**src/rtl/core/double_ended_queue_unit_macros.svh**
```systemverilog
// assertion helpers shared by the deque unit
`ifndef DOUBLE_ENDED_QUEUE_UNIT_MACROS_SVH
`define DOUBLE_ENDED_QUEUE_UNIT_MACROS_SVH

// same-cycle implication, checked outside reset
`define DEQ_ASSERT_NOW(lbl, ante, cons, msg) \
  lbl: assert property (@(posedge clk_i) disable iff (!rst_ni) (ante) |-> (cons)) \
    else $error(msg);

// next-cycle implication, checked outside reset
`define DEQ_ASSERT_NEXT(lbl, ante, cons, msg) \
  lbl: assert property (@(posedge clk_i) disable iff (!rst_ni) (ante) |=> (cons)) \
    else $error(msg);

`endif

```
**src/rtl/core/deq_pkg.sv**
```systemverilog
package deq_pkg;

  localparam int unsigned WordW = 32;
  localparam int unsigned PosW  = 11;
  localparam int unsigned OccW  = 11;

  typedef enum logic [2:0] {
    OP_PUSH_BACK  = 3'd0,
    OP_PUSH_FRONT = 3'd1,
    OP_POP_BACK   = 3'd2,
    OP_POP_FRONT  = 3'd3,
    OP_FRONT      = 3'd4,
    OP_BACK       = 3'd5,
    OP_READ_AT    = 3'd6
  } opcode_e;

  typedef enum logic [1:0] {
    STATUS_OK    = 2'd0,
    STATUS_EMPTY = 2'd1,
    STATUS_FULL  = 2'd2,
    STATUS_RANGE = 2'd3
  } status_e;

  // broadcast shift control for the word chain
  typedef struct packed {
    logic shift_in;   // every word moves one cell back, new word at cell 0
    logic shift_out;  // every word moves one cell toward cell 0
    logic append;     // cell matching the count takes the new word
  } cell_ctl_t;

endpackage

```
**src/rtl/core/deq_cell.sv**
```systemverilog
module deq_cell
  import deq_pkg::*;
#(
  parameter int unsigned DEPTH = 1024,
  parameter int unsigned INDEX = 0
) (
  input  logic                             clk_i,
  input  logic                             rst_ni,
  input  cell_ctl_t                        ctl_i,
  input  logic [$clog2(DEPTH+1)-1:0]       count_i,
  input  logic signed [WordW-1:0]          value_i,
  input  logic signed [WordW-1:0]          left_word_i,
  input  logic signed [WordW-1:0]          right_word_i,
  output logic signed [WordW-1:0]          word_o,
  input  logic                             req_valid_i,
  input  logic [$clog2(DEPTH)-1:0]         req_cnt_i,
  output logic                             req_valid_o,
  output logic [$clog2(DEPTH)-1:0]         req_cnt_o,
  input  logic                             rep_valid_i,
  input  logic signed [WordW-1:0]          rep_data_i,
  output logic                             rep_valid_o,
  output logic signed [WordW-1:0]          rep_data_o
);

  localparam int unsigned CW = $clog2(DEPTH + 1);
  localparam int unsigned AW = $clog2(DEPTH);

  logic signed [WordW-1:0] word_q, word_d;
  logic                    req_valid_q, req_valid_d;
  logic [AW-1:0]           req_cnt_q, req_cnt_d;
  logic                    rep_valid_q, rep_valid_d;
  logic signed [WordW-1:0] rep_data_q, rep_data_d;
  logic                    hit;

  always_comb begin
    word_d = word_q;
    if (ctl_i.shift_in) begin
      word_d = left_word_i;
    end else if (ctl_i.shift_out) begin
      word_d = right_word_i;
    end else if (ctl_i.append && (count_i == CW'(INDEX))) begin
      word_d = value_i;
    end
  end

  // read token walks back until its count runs out, reply walks home
  assign hit         = req_valid_i && (req_cnt_i == '0);
  assign req_valid_d = req_valid_i && (req_cnt_i != '0);
  assign req_cnt_d   = req_cnt_i - AW'(1);
  assign rep_valid_d = hit ? 1'b1 : rep_valid_i;
  assign rep_data_d  = hit ? word_q : rep_data_i;

  always_ff @(posedge clk_i) begin
    word_q     <= word_d;
    req_cnt_q  <= req_cnt_d;
    rep_data_q <= rep_data_d;
  end

  always_ff @(posedge clk_i or negedge rst_ni) begin
    if (!rst_ni) begin
      req_valid_q <= 1'b0;
      rep_valid_q <= 1'b0;
    end else begin
      req_valid_q <= req_valid_d;
      rep_valid_q <= rep_valid_d;
    end
  end

  assign word_o      = word_q;
  assign req_valid_o = req_valid_q;
  assign req_cnt_o   = req_cnt_q;
  assign rep_valid_o = rep_valid_q;
  assign rep_data_o  = rep_data_q;

endmodule

```
**config.mk**
```make
export PLATFORM = sky130hd
export DESIGN_NAME = deq_cell
export DESIGN_NICKNAME = d
export VERILOG_FILES = /design/src/rtl/core/double_ended_queue_unit_macros.svh /design/src/rtl/core/deq_pkg.sv /design/src/rtl/core/deq_cell.sv
export SDC_FILE = /design/constraint.sdc
export NUM_CORES = 1
export LEC_CHECK = 0
export BUFFER_PORTS_ARGS = -buffer_cell sky130_fd_sc_hd__clkbuf_2
export CORE_MARGIN = 2
export CORE_UTILIZATION = 41
export DETAILED_ROUTE_END_ITERATION = 12
export PLACE_DENSITY = 0.81
export SYNTH_ARGS = -nofsm -noshare
export SYNTH_HDL_FRONTEND = slang
export SYNTH_SLANG_ARGS = --single-unit
export TNS_END_PERCENT = 1
```
**constraint.sdc**
```tcl
create_clock -name clk_i -period 0.8 [get_ports clk_i]
set_input_delay 0.04 -clock clk_i [delete_from_list [all_inputs] [get_ports clk_i]]
set_output_delay 0.04 -clock clk_i [all_outputs]
set_load 0.01 [all_outputs]
```
# Word-level counts from Yosys, hierarchy flattened
# Index checks and enable logic that the tools add are counted.
# Widths: inputs -> output; s select.
dict set report word_totals {
  register_bits 76
}
dict set report classes {
  n_addsub 1
  mux 5
  n_reduce_logical 7
}
# op n
set ops {}
lappend ops {{$mux 32} 4}
lappend ops {{$logic_not 11->1} 1}
lappend ops {{$logic_not 10->1} 1}
lappend ops {{$reduce_bool 10->1} 1}
lappend ops {{$sub 10x1->10 const B} 1}
lappend ops {{$logic_and 1x1->1} 3}
lappend ops {{$reduce_bool 3->1} 1}
lappend ops {{$mux 1} 1}

# Logic depth before layout (Yosys ltp)
dict set report depth {
  depth_word 5
  depth_mapped 7
  depth_no_buf 5
}

# Worst setup path before layout
# OpenSTA, ideal clock, no wires.
dict set report synth_timing {
  kind {input-to-reg}
  start {input port ctl_i[1] in the netlist's numbering}
  end {register word_q[0], in the netlist word_o[0] (enable)}
  setup_ns 0.396
  arrival_ns 1.679
  required_time_ns 0.404
  path_slack_ns -1.275
  stages 3
  n_path_buf 2
  cell_sequence {clkbuf_1 clkbuf_1 a311o_1}
}
dict set report synth_between {
  elab_chain_cells 1
}
# element line
set synth_rtl {}
lappend synth_rtl {{from (decl)} deq_cell.sv:9} ;# input cell_ctl_t ctl_i,
lappend synth_rtl {{$reduce_bool 3->1 (no source line)} --}
lappend synth_rtl {{to (signal assigned)} deq_cell.sv:54} ;# word_q <= word_d;
lappend synth_rtl {{to (decl)} deq_cell.sv:28} ;# logic signed [WordW-1:0] word_q, word_d;
# Every way passes these cells.
# A chain may end at the register's enable or synchronous reset.

# Final worst setup path
dict set report layout_timing {
  start {input port req_cnt_i[1]}
  end {register rep_data_q[15], in the netlist rep_data_o[15]}
}
dict set report layout_between {
  elab_chain_cells 3
}
# element line
set layout_rtl {}
lappend layout_rtl {{from (decl)} deq_cell.sv:16} ;# input logic [$clog2(DEPTH)-1:0] req_cnt_i,
lappend layout_rtl {{$logic_not 10->1} deq_cell.sv:47} ;# assign hit = req_valid_i && (req_cnt_i == '0);
lappend layout_rtl {{$logic_and 1x1->1} deq_cell.sv:47}
lappend layout_rtl {{$mux 32} deq_cell.sv:51} ;# assign rep_data_d = hit ? word_q : rep_data_i;
lappend layout_rtl {{net rep_data_d[15]} deq_cell.sv:32} ;# logic signed [WordW-1:0] rep_data_q, rep_data_d;
lappend layout_rtl {{to (signal assigned)} deq_cell.sv:56} ;# rep_data_q <= rep_data_d;
lappend layout_rtl {{to (decl)} deq_cell.sv:32}
# The timed path passes the listed nets, and every way through them passes these cells.

==> impl_metrics.env <==
export IMPL_synth_nets=408
export IMPL_max_stage_delay_ns=0.47
export IMPL_clockBufferDepth=2
export IMPL_cts_buffers=9
export IMPL_grt_antenna_before_repair=0
export IMPL_htree_levels=3
export IMPL_insertion_delay_ns=0.32
export IMPL_finalWorstSetupSlack_ns=-0.762
export IMPL_n_antenna_cell=0
export IMPL_place_port_buffers=231
export IMPL_finalNetCount=716
export IMPL_cpLargestDelayFamily="simple AND/OR/NAND/NOR gates"
export IMPL_yosysUniqueCellTypes=24
export IMPL_pwr_density_cell_nw_per_um2=1600
export IMPL_rsz0062_at_grt="yes"
export IMPL_total_leakage_power_uw=0.00289
export IMPL_violations="setup timing"
export IMPL_ys_warnings_count=0
export IMPL_syn_avg_cell_area_um2=12.8
export IMPL_tightest_slew_ns=0.313
export IMPL_die_h_um=92.6
export IMPL_arrival_ns=1.78
export IMPL_setup_viol=120
export IMPL_maxCapViolations=0
export IMPL_fin_area_um2=5660
export IMPL_fmax_mhz=640
export IMPL_layout_min_cycle_time_ns=1.56
export IMPL_regArea_um2=1870
export IMPL_gp_congestion=0.756
export IMPL_crit_chain="clkbuf_2 -> inv_2 -> ha_4 -> or4b_4 -> or4_4 -> buf_12 -> mux2_4"
export IMPL_post_route_util_pct=74.0
export IMPL_drive_above_1_share_pct=59.4
export IMPL_hold_class="in2reg"
export IMPL_multi_input_area_um2=1380
export IMPL_whs_path_depth=3
export IMPL_area_growth_pct=75.9
export IMPL_fillers=480
export IMPL_synth_area_um2=3220
export IMPL_via_per_inst=4.79
export IMPL_path_buf_inv=3
export IMPL_outcome="finished with violations"
export IMPL_die_area_um2=8570
export IMPL_hpwl_um=7200
export IMPL_grt_pass1_wl_um=15700
export IMPL_critPathKind="in2reg"
export IMPL_grt_overflow_total=0
export IMPL_worst_r2r_path_depth=1
export IMPL_wirelength_um=10700
export IMPL_core_rowCount=32
export IMPL_worstPathRequired_ns=1.01
export IMPL_core_area_um2=7650
export IMPL_placed_area_um2=4690
export IMPL_hold_ws_ns=0.0136
export IMPL_yosys_area_top_type="edfxtp_1"
export IMPL_slew_headroom_pct=78.9
export IMPL_hold_viol=0
export IMPL_finalCritPeriodShare_pct=195
export IMPL_vias=3191
export IMPL_cts_sinks=76
export IMPL_ios=232
export IMPL_synthTopCellsByArea="edfxtp_1 30%, dfxtp_1 26%, mux2_4 14%"
export IMPL_root_buffer="clkbuf_8"
export IMPL_fin_skew_ns=0.00698
export IMPL_tns_ns=-30.24
export IMPL_synth_commonest_cells="42 x dfxtp_1, 34 x nand2_1, 33 x o21ai_0"
export IMPL_finalMaxSlewViolations=0
export IMPL_clk_pin_slew_ns=0.07
export IMPL_drt_initial_drc_count=56
export IMPL_ys_ff_latch=76
export IMPL_p_total_uw=9030
export IMPL_peakVddDrop_v=0.00111
export IMPL_path_depth=7
export IMPL_grt_max_degree=31
export IMPL_cts_tree="built"
export IMPL_die_w_um=92.6
export IMPL_postSynth_asyncResetShare_pct=2.63
export IMPL_first_pass_iters=4
export IMPL_startpoint_type="primary input"
export IMPL_ant_nets=0
export IMPL_yosysTopAreaCellShare_pct=29.9
export IMPL_critPathMaxFanout=18
export IMPL_start_util_pct=42.1
export IMPL_synth_main_ff_cell="dfxtp_1"
export IMPL_crit_slowest_cell="or4_4"
export IMPL_grt_pass1_vias=3407
export IMPL_synth_edf_count=32
export IMPL_drc_errors=0
export IMPL_yosysMostFrequentCell="dfxtp_1"
export IMPL_synthCells=251
export IMPL_yosysSeqAreaShare_pct=57.5
export IMPL_wl_per_cell_um=16.0
export IMPL_end_kind="flip-flop"
export IMPL_groute_usage_overall_pct=23.9
==> power by group <==
group          switching [uW]  internal (uW)  leakage, uW
Clock                    1290           1290    0.0000905
Sequential                156           4410     0.000707
Combinational             812           1070      0.00209
==> area by class of cell <==
class	instances	area share, %
clock buffers	14	2.87
clock inverters	2	0.177
inverters	4	0.265
multi-input cells	156	24.4
flip-flops and latches	76	33.1
well taps	102	2.26
repair buffers	312	36.9
==> layer usage <==
layer	vias to the layer above	global-route usage (%)	wire (um)
li1	1510	-	-
met4	0	10.4	199
met5	-	0	0
met2	162	47.1	6200
met1	1499	23.2	3610
met3	20	5.94	673
==> through the flow <==
stage          worst slack [ns]  instances
2_1_floorplan             -1.07        251
3_3_place_gp              -1.10        595
3_5_place_dp              -1.16        595
4_1_cts                  -0.727        665
5_1_grt                  -0.779        666
6_report                 -0.762        666
==> final timing paths <==
path	start	to	slack [ns]
min in group asynchronous	rst_ni	rep_valid_o$_DFF_PN0_	0.03
worst max-delay path	req_cnt_i[1]	rep_data_o[15]$_DFF_P_	-0.76
worst max register to register	word_o[6]$_DFFE_PP_	rep_data_o[6]$_DFF_P_	-0.02
worst min-delay path	left_word_i[2]	word_o[2]$_DFFE_PP_	0.01
max in group asynchronous	rst_ni	req_valid_o$_DFF_PN0_	0.68
worst min register to register	word_o[20]$_DFFE_PP_	rep_data_o[20]$_DFF_P_	0.51
==> tightest hold or removal path: cells and delay by family <==
family | cells | cell delay (ns)
buffers and inverters | 1 | 0.07
AOI/OAI and AO/OA | 1 | 0.07
and+or+nand+nor | 1 | 0.04
==> sequential cells by signal, indices dropped and copies added (netlist names) <==
signal	cells
word_o	32
rep_valid_o	1
req_valid_o	1
rep_data_o	32
req_cnt_o	10
==> logic make-up (layout without fill, tap and decap cells) <==
kind of cell	after synthesis	after routing	share of synthesized area (%)
AND/OR/NAND/NOR	50	50	7.19
buffers and inverters	19	332	3.03
XOR/XNOR	6	6	1.63
multiplexers	64	64	24.5
adder cells (fa/ha/maj)	1	1	0.389
flip-flops	76	76	57.5
AO/OA/AOI/OAI	35	35	5.68
==> timing repair <==
action / 4_1_cts / 5_1_grt
setup endpoints to repair: 147 / 148
resized for setup: 24 / 75
pin swaps: 1 / 1
endpoints found under the hold margin: 56 / 1
cloned: 0 / 0
buffers inserted: 0 / 0
hold buffers: 54 / 1
==> cells in the final DEF, fill, tap and decap left out, types with 2 or more instances in the layout <==
cell           instances
buf_12                 5
buf_2                 26
buf_4                 19
buf_6                 19
clkbuf_1               3
clkbuf_2             187
clkbuf_8              11
clkinv_2               2
dfrtp_1                2
dfxtp_1               25
dfxtp_2               17
dlygate4sd3_1         55
edfxtp_1              32
inv_1                  2
inv_2                  2
mux2_4                31
mux2i_1               32
nand2_1               34
nand2b_1               2
nor2_2                 2
nor3_2                 2
nor4_4                 3
o21ai_0               33
or4_4                  3
xor2_1                 6
Note: power is estimated with default switching activity, not from simulation.
